`config.mk`:
```
export PLATFORM = sky130hd
export DESIGN_NAME = ftb_ctrl
export DESIGN_NICKNAME = d
export VERILOG_FILES = /design/src/design/ftb_pkg.sv /design/src/design/ftb_ctrl.sv
export SDC_FILE = /design/constraint.sdc
export NUM_CORES = 1
export LEC_CHECK = 0
export CAP_MARGIN = 20
export CORE_ASPECT_RATIO = 1.5
export CORE_UTILIZATION = 40
export DETAILED_ROUTE_END_ITERATION = 10
export DONT_BUFFER_PORTS = 1
export PLACE_DENSITY = 0.53
export SKIP_LAST_GASP = 1
export SYNTH_ARGS = -nofsm -noshare
export SYNTH_HDL_FRONTEND = slang
export SYNTH_SLANG_ARGS = --single-unit
```
`constraint.sdc`:
```
create_clock -name clk -period 1.9 [get_ports clk]
set_input_delay 0 -clock clk [delete_from_list [all_inputs] [get_ports clk]]
set_output_delay 0 -clock clk [all_outputs]
set_load 0.05 [all_outputs]
```
`src/design/ftb_pkg.sv`:
```
// Types and constants shared by the token bucket limiter.
// No dependencies.
`default_nettype none
package ftb_pkg;

    localparam int NUM_BUCKETS = 4;

    typedef struct packed {
        logic [1:0]  command;
        logic [47:0] now_ns;
        logic [1:0]  flow_class;
        logic [31:0] token_cost;
        logic [6:0]  buffer_occupancy;
        logic [15:0] free_block_count;
    } in_item_t;

    typedef struct packed {
        logic       admitted;
        logic [2:0] verdict;
        logic [2:0] pressure_level;
    } out_item_t;

    localparam logic [1:0] CMD_CHECK  = 2'd0;
    localparam logic [1:0] CMD_BP     = 2'd1;
    localparam logic [1:0] CMD_REFILL = 2'd2;
    localparam logic [1:0] CMD_UNUSED = 2'd3;

    localparam logic [1:0] CLS_READ  = 2'd0;
    localparam logic [1:0] CLS_WRITE = 2'd1;
    localparam logic [1:0] CLS_GC    = 2'd2;
    localparam logic [1:0] CLS_ADMIN = 2'd3;

    localparam logic [2:0] V_ADMIT    = 3'd0;
    localparam logic [2:0] V_BP       = 3'd1;
    localparam logic [2:0] V_TOKENS   = 3'd2;
    localparam logic [2:0] V_DISABLED = 3'd3;
    localparam logic [2:0] V_NONE     = 3'd4;

    localparam logic [2:0] REG_ENABLE      = 3'd0;
    localparam logic [2:0] REG_CLASS_RATE  = 3'd1;
    localparam logic [2:0] REG_CLASS_BURST = 3'd2;
    localparam logic [2:0] REG_GC_RATE     = 3'd3;
    localparam logic [2:0] REG_GC_BURST    = 3'd4;

    localparam logic [31:0] RESET_TOKENS = 32'd1000000;
    localparam logic [23:0] RESET_RATE   = 24'd1000000;

    // 1e9 = 2^9 * 1953125: drop 9 bits, then divide by the odd part
    localparam int          NS_SHIFT    = 9;
    localparam logic [20:0] DIV_ODD     = 21'd1953125;
    // 63-bit dividend padded to six digits of 11 bits
    localparam int          DIG_W       = 11;
    localparam int          NUM_W       = 66;
    // floor(2^52 / 1953125); the estimate is low by at most one
    localparam logic [31:0] DIV_RECIP   = 32'd2305843009;
    localparam int          RECIP_SHIFT = 52;
    localparam logic [3:0]  DIV_LAST    = 4'd11;

    localparam logic [6:0]  OCC_CRIT = 7'd95;
    localparam logic [6:0]  OCC_HIGH = 7'd85;
    localparam logic [6:0]  OCC_MED  = 7'd70;
    localparam logic [6:0]  OCC_LOW  = 7'd50;
    localparam logic [15:0] FREE_CRIT = 16'd2;
    localparam logic [15:0] FREE_HIGH = 16'd5;
    localparam logic [15:0] FREE_MED  = 16'd10;
    localparam logic [15:0] FREE_LOW  = 16'd20;

    typedef struct packed {
        logic       load;
        logic       bp_update;
        logic       set_res;
        logic [2:0] res_code;
        logic       mul_lo;
        logic       mul_hi;
        logic       div_est;
        logic       div_fix;
        logic       update;
        logic       deduct;
        logic       out_load;
        logic [1:0] idx;
    } dp_cmd_t;

    typedef struct packed {
        logic [1:0] command;
        logic [1:0] flow_class;
        logic       enabled;
        logic       throttled;
        logic       skip;
    } dp_status_t;

endpackage
`default_nettype wire

```
`src/design/ftb_ctrl.sv`:
```
// Controller: sequences decide, per-bucket refill, deduct and output.
// Depends on ftb_pkg.
`default_nettype none
module ftb_ctrl import ftb_pkg::*; (
    input  wire logic       clk,
    input  wire logic       rst_n,
    input  wire logic       in_valid,
    output logic            in_stall,
    output logic            out_valid,
    input  wire logic       out_stall,
    input  wire dp_status_t status,
    output dp_cmd_t         cmd
);

    typedef enum logic [7:0] {
        S_IDLE   = 8'b0000_0001,
        S_DECIDE = 8'b0000_0010,
        S_MLO    = 8'b0000_0100,
        S_MHI    = 8'b0000_1000,
        S_DIV    = 8'b0001_0000,
        S_UPD    = 8'b0010_0000,
        S_CHK    = 8'b0100_0000,
        S_DONE   = 8'b1000_0000
    } state_t;

    state_t     state_reg, state_next;
    logic [1:0] idx_reg, idx_next;
    logic [3:0] step_reg, step_next;
    logic       out_valid_reg, out_valid_next;
    logic       out_free;
    state_t     after_bucket;
    logic [1:0] after_idx;

    assign in_stall  = (state_reg != S_IDLE);
    assign out_valid = out_valid_reg;
    assign out_free  = !out_valid_reg || !out_stall;

    // advance to the next bucket; after the last one, on to the deduct step for a check or to done for a refill
    always_comb
    begin
        if (idx_reg == 2'(NUM_BUCKETS - 1))
        begin
            after_bucket = (status.command == CMD_CHECK) ? S_CHK : S_DONE;
            after_idx    = status.flow_class;
        end
        else
        begin
            after_bucket = S_MLO;
            after_idx    = idx_reg + 2'd1;
        end
    end

    always_comb
    begin
        state_next     = state_reg;
        idx_next       = idx_reg;
        step_next      = step_reg;
        out_valid_next = out_valid_reg;
        cmd            = '0;
        cmd.idx        = idx_reg;
        cmd.res_code   = V_NONE;
        if (out_valid_reg && !out_stall)
            out_valid_next = 1'b0;
        case (state_reg)
            S_IDLE:
            begin
                if (in_valid)
                begin
                    cmd.load   = 1'b1;
                    state_next = S_DECIDE;
                end
            end
            S_DECIDE:
            begin
                idx_next    = 2'd0;
                cmd.set_res = 1'b1;
                case (status.command)
                    CMD_CHECK:
                    begin
                        if (!status.enabled)
                        begin
                            cmd.res_code = V_DISABLED;
                            state_next   = S_DONE;
                        end
                        else if (status.throttled)
                        begin
                            cmd.res_code = V_BP;
                            state_next   = S_DONE;
                        end
                        else
                            state_next = S_MLO;
                    end
                    CMD_BP:
                    begin
                        cmd.bp_update = 1'b1;
                        state_next    = S_DONE;
                    end
                    CMD_REFILL: state_next = S_MLO;
                    default:    state_next = S_DONE;
                endcase
            end
            S_MLO:
            begin
                if (status.skip)
                begin
                    state_next = after_bucket;
                    idx_next   = after_idx;
                end
                else
                begin
                    cmd.mul_lo = 1'b1;
                    state_next = S_MHI;
                end
            end
            S_MHI:
            begin
                cmd.mul_hi = 1'b1;
                step_next  = 4'd0;
                state_next = S_DIV;
            end
            // alternate digit estimate and digit fix-up
            S_DIV:
            begin
                cmd.div_est = !step_reg[0];
                cmd.div_fix = step_reg[0];
                step_next   = step_reg + 4'd1;
                if (step_reg == DIV_LAST)
                    state_next = S_UPD;
            end
            S_UPD:
            begin
                cmd.update = 1'b1;
                state_next = after_bucket;
                idx_next   = after_idx;
            end
            S_CHK:
            begin
                cmd.deduct = 1'b1;
                state_next = S_DONE;
            end
            S_DONE:
            begin
                if (out_free)
                begin
                    cmd.out_load   = 1'b1;
                    out_valid_next = 1'b1;
                    state_next     = S_IDLE;
                end
            end
            default: state_next = S_IDLE;
        endcase
    end

    always_ff @(posedge clk or negedge rst_n)
    begin
        if (!rst_n)
        begin
            state_reg     <= S_IDLE;
            idx_reg       <= 2'd0;
            step_reg      <= 4'd0;
            out_valid_reg <= 1'b0;
        end
        else
        begin
            state_reg     <= state_next;
            idx_reg       <= idx_next;
            step_reg      <= step_next;
            out_valid_reg <= out_valid_next;
        end
    end

endmodule
`default_nettype wire

```
==> impl_metrics.yaml, run 1 <==
run_status:
  status: "finished, violations left"
  violations: "setup timing"
floorplan:
  ios: 28
  die_h_um: 61.8
  dieArea_um2: 2590
  die_x_um: 41.9
  num_rows: 21
  start_util_pct: 42.7
  core_area_um2: 2230
timing:
  finalCriticalPeriod_ns: 2.21
  hold_violations: 0
  relSlewSlack_pct: 51.7
  worst_slew_pin_slew_ns: 0.722
  clock_skew_ns: 0.00265
  fmax_mhz: 452
  rsz0062_at_grt: "yes"
  slew_viol_final: 0
  finalSetupViolations: 14
  period_share_pct: 117
  fin_ws_ns: -0.314
placed_design:
  hpwl_um: 1830
  numPortBuffers: 0
  gp_congestion: 0.745
  pre_cts_slack_ns: -0.0675
  dp_cells: 146
logic_synthesis:
  synth_top_area_cell: "dfrtp_1"
  async_flop_share_pct: 100
  synth_top_cell_area_share_pct: 36.7
  yosysWarnings: 0
  postSynthCellCount: 100
  synth_common_cells: "dfrtp_1 (14), nor2_1 (8), nand2_1 (6)"
  synth_area_leaders: "dfrtp_1 (37%), nor4_1 (3.3%), nor2_1 (3.1%)"
  synth_most_common_cell: "dfrtp_1"
  ys.flop_type: "dfrtp_1"
  syn-mean-instance-area_um2: 9.53
  ys_seq_area_share_pct: 39.5
  synthesis.nets: 113
  syn_area_um2: 953
  ys_seq_elements: 15
  ys_types: 43
  synth_edf_count: 0
clock_network:
  h-tree-depth: 1
  cts_made_buffers: 3
  cts_buffer_depth: 2
  cts_tree: "built"
  clk_pin_slew_ns: 0.09
  cts_sinks: 15
  cts-root-buf: "clkbuf_4"
  worst_skew_pair.late_latency_ns: 0.28
route:
  drt-pass1-iter-count: 4
  vias_per_cell: 5.77
  route.detailed.drc: 0
  wl_um: 2690
  initialDrtViolationCount: 11
  vias: 958
  wl_per_cell_um: 16.2
  ant_nets: 0
pwr:
  power_density_nw_per_um2: 1030
  p_clk_share_pct: 11.6
  intPower_uw: 939
  combPwrFrac_pct: 60.5
  ir_worst_vdd_v: 0.000610
  power.leakage_nw: 0.667
  p_switching_uw: 663
  p_sw_share_pct: 41.4
  seqPwrFrac_pct: 27.9
finish:
  final_cells: 166
  largest_reg_flops: 8
  ff_latch_area_um2: 377
  layout-drive-gt1-share_pct: 47.6
  diodes: 0
  area_growth_pct: 62.3
  multiInputGateArea_um2: 646
  fin_nets: 157
  num-fill-cells: 165
global_routing:
  antenna_found_initial: 0
  grt_pass1_vias: 924
  busiest_layer: "met2"
  use_met1_pct: 22.9
  grt_max_degree: 16
  grt_usage_pct: 21.2
  gr-total-overflow: 0
  use_met3_pct: 3.18
  met2_usage_pct: 40.0
  grt_pass1_wl_um: 4110
critical_path:
  regToRegSetupSlack_ns: -0.14
  cp-startpoint: "state_reg[3]"
  crit_fanout: 5
  endpoint_kind: "output pin"
  worst_ep_required_time_ns: 1.90
  cp-start-kind: "register"
  arrival_ns: 2.21
  worstReg2RegStart: "state_reg[3]"
  critical_path_class: "register to output pin"
flow_run:
  drv_cap: 0
hold_path:
  hold_path.class: "input pin to register"
  min-delay-start: "status[5]"
==> cells by family (layout without fill, tap and decap cells) <==
logic type | after synthesis | count (layout) | synth area share, %
AOI/OAI and AO/OA | 21 | 21 | 15.9
xor gates and xnor gates | 4 | 4 | 3.68
adders and majority gates | 2 | 2 | 2.62
buffers and inverters | 12 | 55 | 6.69
DFF | 15 | 15 | 39.5
muxes | 1 | 1 | 1.05
and+or+nand+nor | 45 | 45 | 30.6
==> what timing repair did <==
item / CTS / global route
pin swaps: 4 / 12
endpoints found under the hold margin: 24 / 0
hold buffers: 8 / 0
resized for setup: 20 / 16
endpoints found under the setup margin: 17 / 21
buffers inserted: 7 / 2
==> routing by layer <==
layer	up-vias	share of wire, %
li1	454	-
met1	465	38
met2	30	56
met3	9	4.3
met4	0	2.0
met5	-	0
==> cells in the final DEF (no fill, tap or decap), drive strengths merged, types with 2 or more instances in the layout <==
master / instances
o22ai: 2
a21o: 2
nand4b: 2
nand3b: 2
nor4: 6
clkbuf: 4
o21ai: 5
nor4b: 3
nand2b: 2
o211ai: 2
nand2: 6
a21oi: 2
nor3: 2
nor2: 8
inv: 6
or3: 4
dlygate4sd3: 8
xor2: 2
buf: 37
or4: 3
dfrtp: 14
xnor2: 2
a22o: 2
ha: 2
==> power groups by stage <==
stage          Sequential, mW  Clock [mW]  Combinational, mW
6_report                0.446       0.187              0.969
3_5_place_dp            0.453           0              0.695
3_3_place_gp            0.453           0              0.687
5_1_grt                 0.453       0.206               1.03
2_1_floorplan           0.482           0              0.423
4_1_cts                 0.439       0.192              0.885
==> cell type report <==
cell class,count,area share [%]
clock buffers,4,1.70
inverters,6,1.46
multi-input cells,73,41.7
flip-flops and latches,15,24.3
well taps,23,1.86
repair buffers,45,28.9
==> worst max-delay path, stage by stage, from the launching register on <==
cell and delay (ns):
dfrtp_1 0.41, or4_4 0.55, or4_4 0.49, nor4_4 0.29, inv_2 0.06, buf_6 0.15
==> stage by stage <==
step	util [%]	hold slack, ns	setup TNS (ns)	area [um^2]	power (mW)
4_1_cts	66.1	0.00552	-2.65	1480	1.52
5_1_grt	69.3	0.0221	-3.69	1550	1.68
2_1_floorplan	-	-0.296	-3.23	992	0.906
3_3_place_gp	55.3	-0.295	-0.0571	1230	1.14
6_report	69.3	0.0228	-2.71	1550	1.60
3_5_place_dp	55.3	-0.295	-0.171	1230	1.15
==> final timing paths <==
check / to / cells past startpoint
min in group asynchronous: state_reg[2] / 1
max in group asynchronous: state_reg[7] / 1
setup / recovery: cmd[11] / 5
hold / removal: state_reg[7] / 2
hold reg to reg: step_reg[1] / 1
setup reg to reg: state_reg[7] / 7
No activity file was read; power rests on OpenSTA's default activity.
==> inputs of run 2 (changes only) <==
Settings changed: CORE_MARGIN set to 1, SETUP_SLACK_MARGIN set to 0.15.
==> impl_metrics.yaml, run 2 (synthesis gave the netlist of run 1 again) <==
placed_design:
  pre_cts_slack_ns: -0.0337
  numPortBuffers: 0
  hpwl_um: 1830
  placed_cell_area_um2: 1230
  dp_cells: 143
  gp_congestion: 0.808
global_routing:
  grt_max_degree: 16
  grt_pass1_vias: 1018
  grt_usage_pct: 23.7
  antenna_found_initial: 0
  gr-total-overflow: 0
  grt_pass1_wl_um: 4570
pwr:
  seqPwrFrac_pct: 26.7
  power.leakage_nw: 0.691
  p_switching_uw: 711
  power_density_nw_per_um2: 1020
  ir_worst_vdd_v: 0.000633
  total_power_mw: 1.67
  intPower_uw: 956
  combPwrFrac_pct: 62.2
  p_clk_share_pct: 11.1
  p_sw_share_pct: 42.6
critical_path:
  critical_path_class: "register to output pin"
  cp_num_buf_inv: 2
  max_stage_delay_ns: 0.54
  endpoint_kind: "output pin"
  crit_chain: "or4_4 > or4_4 > nor4_4 > inv_2 > buf_6"
  arrival_ns: 2.23
  crit_fanout: 6
  cp-start-kind: "register"
  cpMostUsedCell: "or4_4"
  regToRegSetupSlack_ns: -0.14
  critPathTopFamily: "simple AND/OR/NAND/NOR gates"
  critPathSlowestCell: "or4_4"
  worst_ep_required_time_ns: 1.90
floorplan:
  core_area_um2: 2230
  die_x_um: 41.9
  dieArea_um2: 2590
  ios: 28
  num_rows: 21
  start_util_pct: 42.7
  die_h_um: 61.8
clock_network:
  cts_made_buffers: 3
  cts-root-buf: "clkbuf_4"
  cts_buffer_depth: 2
  cts_tree: "built"
  cts_sinks: 15
  clk_pin_slew_ns: 0.09
  h-tree-depth: 1
  worst_skew_pair.late_latency_ns: 0.28
finish:
  final_util_pct: 73.5
  num-fill-cells: 163
  fin_area_um2: 1640
  diodes: 0
  fin_nets: 160
  largest_reg_flops: 8
  area_growth_pct: 72.2
  layout-drive-gt1-share_pct: 52.7
  final_cell_mix: "buf_4 (19), buf_6 (15), dfrtp_1 (14)"
  final_common_cell: "buf_4"
  final_cells: 169
route:
  ant_nets: 0
  wl_um: 2930
  vias: 979
  vias_per_cell: 5.79
  route.detailed.drc: 0
  initialDrtViolationCount: 23
  drt-pass1-iter-count: 4
  wl_per_cell_um: 17.3
timing:
  hold_violations: 0
  fin_ws_ns: -0.335
  relSlewSlack_pct: 52.5
  fmax_mhz: 447
  finalCriticalPeriod_ns: 2.23
  timing.hold.ws_ns: 0.0334
  worst_slew_pin_slew_ns: 0.711
  slew_viol_final: 0
  tns_ns: -3.10
  finalSetupViolations: 22
  rsz0062_at_grt: "yes"
  clock_skew_ns: 0.00353
  period_share_pct: 118
flow_run:
  drv_cap: 0
hold_path:
  hold_path.class: "input pin to register"
run_status:
  status: "finished, violations left"
  violations: "setup timing"
[run 2: cell count changes in the layout (fill, tap and decap cells not counted), sizes merged]
cell and delta:
dlygate4sd3 +1, buf +2
[run 2: path summary, 6_finish.rpt]
path,start,end,cells after the start
worst max-delay path,state_reg[3],cmd[11],5
worst max register to register,state_reg[6],state_reg[0],6
max in group asynchronous,rst_n,state_reg[2],1
worst min register to register,step_reg[3],step_reg[3],2
worst min-delay path,status[5],state_reg[7],3
min in group asynchronous,rst_n,step_reg[0],1
[run 2: worst reg2reg max path: cells and delay by family, from the launching register on]
family,cells,cell delay [ns]
buffers and inverters,2,0.27
AO/OA/AOI/OAI,2,0.35
flip-flops,1,0.44
AND/OR/NAND/NOR,2,0.92
[run 2: metal layers]
| metal | vias to the layer above | GRT usage [%] | share of wire (%) |
|---|---|---|---|
| met5 | - | 0 | 0 |
| met1 | 483 | 27.4 | 38 |
| met2 | 30 | 42.9 | 55 |
| li1 | 458 | - | - |
| met4 | 0 | 12.9 | 3.8 |
| met3 | 8 | 3.47 | 2.7 |
[run 2: final cells by class]
class	count	area [um^2]	share of cell area, %
multi-input combinational	73	693	42.2
clock buffer	4	26.3	1.60
inverter	6	25.0	1.52
timing repair buffer	48	492	30.0
sequential	15	377	22.9
tap	23	28.8	1.75
[run 2: power by group through the flow]
stage | sequential (mW) | clock, mW | combinational, mW
after global routing | 0.449 | 0.205 | 1.10
after detailed placement | 0.454 | 0 | 0.649
after CTS | 0.439 | 0.192 | 0.875
after floorplan | 0.485 | 0 | 0.449
after global placement | 0.450 | 0 | 0.640
final | 0.445 | 0.185 | 1.04
[run 2: what timing repair did]
item,in CTS,in global routing
hold buffers,9,0
setup buffers,8,5
pin swaps,12,9
endpoints found under the hold margin,24,0
endpoints found under the setup margin,25,26
resized for setup,25,21
==> inputs of run 3 (changes only) <==
Settings changed: CELL_PAD_IN_SITES_DETAIL_PLACEMENT set to 1, CELL_PAD_IN_SITES_GLOBAL_PLACEMENT set to 1, PLACE_DENSITY 0.53 to 0.68, TNS_END_PERCENT set to 50.
==> impl_metrics.yaml, run 3 (synthesis gave the netlist of run 1 again) <==
run_status:
  status: "finished, violations left"
  violations: "setup timing"
critical_path:
  critical_path_class: "register to output pin"
  crit_chain: "or4_4 > or4_4 > nor4_4 > inv_2 > buf_6"
  arrival_ns: 2.24
  worst_ep_required_time_ns: 1.90
  max_stage_delay_ns: 0.54
  critPathTopFamily: "simple AND/OR/NAND/NOR gates"
  cpMostUsedCell: "or4_4"
  cp-start-kind: "register"
  critPathSlowestCell: "or4_4"
  endpoint_kind: "output pin"
  cp_num_buf_inv: 2
  crit_fanout: 5
global_routing:
  grt_pass1_wl_um: 4690
  met2_usage_pct: 47.8
  grt_usage_pct: 24.7
  gr-total-overflow: 0
  busiest_layer: "met2"
  use_met1_pct: 25.8
  use_met3_pct: 3.18
  grt_pass1_vias: 1005
  antenna_found_initial: 0
  grt_max_degree: 16
route:
  ant_nets: 0
  route.detailed.drc: 0
  drt-pass1-iter-count: 4
  initialDrtViolationCount: 26
  vias: 999
  wl_um: 3480
  wl_per_cell_um: 20.7
  vias_per_cell: 5.95
finish:
  num-fill-cells: 226
  largest_reg_flops: 8
  multiInputGateArea_um2: 648
  final_util_pct: 70.5
  final_cell_mix: "buf_4 (22), dfrtp_1 (11), buf_6 (11)"
  diodes: 0
  fin_nets: 159
  layout-drive-gt1-share_pct: 50.3
  ff_latch_area_um2: 380
  area_growth_pct: 65.2
  final_common_cell: "buf_4"
clock_network:
  h-tree-depth: 1
  cts_sinks: 15
  worst_skew_pair.late_latency_ns: 0.29
  cts_made_buffers: 3
  cts_buffer_depth: 2
  clk_pin_slew_ns: 0.09
  cts-root-buf: "clkbuf_4"
  cts_tree: "built"
hold_path:
  hold_path.class: "input pin to register"
pwr:
  power.leakage_nw: 0.673
  total_power_mw: 1.62
  ir_worst_vdd_v: 0.000808
  power_density_nw_per_um2: 1030
timing:
  worst_slew_pin_slew_ns: 0.722
  finalCriticalPeriod_ns: 2.24
  hold_violations: 0
  timing.hold.ws_ns: 0.107
  rsz0062_at_grt: "yes"
  finalSetupViolations: 18
  period_share_pct: 118
  fin_ws_ns: -0.343
  slew_viol_final: 0
  clock_skew_ns: 0.00198
  relSlewSlack_pct: 51.7
  fmax_mhz: 446
placed_design:
  gp_congestion: 0.808
  pre_cts_slack_ns: -0.134
  hpwl_um: 1970
  numPortBuffers: 0
floorplan:
  ios: 28
  die_x_um: 41.9
  core_area_um2: 2230
  num_rows: 21
  start_util_pct: 42.7
  die_h_um: 61.8
  dieArea_um2: 2590
flow_run:
  drv_cap: 0
-- run 3: through the flow --
stage                     setup TNS [ns]  instance area (um^2)  cells
after CTS                          -3.07                  1450    161
after global placement            -0.564                  1210    143
final                              -3.10                  1580    168
after floorplan                    -3.23                   992    100
after global routing               -4.02                  1580    168
after detailed placement          -0.953                  1210    143
-- run 3: layout make-up --
class	instances	area share (%)
Sequential cell	15	24.1
Timing Repair Buffer	47	29.8
Inverter	6	1.43
Tap cell	23	1.83
Clock buffer	4	1.67
Multi-Input combinational cell	73	41.1
-- run 3: final timing paths --
| kind | startpoint | endpoint | slack [ns] | cells past startpoint |
|---|---|---|---|---|
| max in group asynchronous | rst_n | state_reg[5] | 1.21 | 1 |
| setup reg to reg | state_reg[3] | state_reg[0] | -0.17 | 6 |
| hold reg to reg | step_reg[3] | step_reg[3] | 0.55 | 2 |
| setup / recovery | state_reg[3] | cmd[11] | -0.34 | 5 |
| hold / removal | status[1] | state_reg[2] | 0.11 | 3 |
| min in group asynchronous | rst_n | idx_reg[0] | 0.20 | 1 |
-- run 3: per-layer routing --
layer,vias up,part of all wire (%)
met5,-,0
met4,0,2.6
met3,10,2.1
met2,27,55
met1,506,40
li1,456,-
-- run 3: power breakdown --
group	leakage [nW]	total (mW)	internal [mW]	switching, mW
clock network	0.0150	0.194	0.0818	0.112
registers	0.199	0.448	0.373	0.0745
logic	0.458	0.982	0.462	0.520
-- run 3: repair_timing --
action / in CTS / in global routing
pin swaps: 3 / 10
endpoints found under the hold margin: 24 / 1
endpoints found under the setup margin: 25 / 28
hold buffers: 8 / 1
gates cloned: 0 / 0
gates resized for setup: 22 / 18
buffers inserted: 6 / 6
-- run 3: tightest hold or removal path, cell delays in order --
cell and delay [ns]:
nor2b_1 0.05, o21bai_1 0.22, o22ai_1 0.09
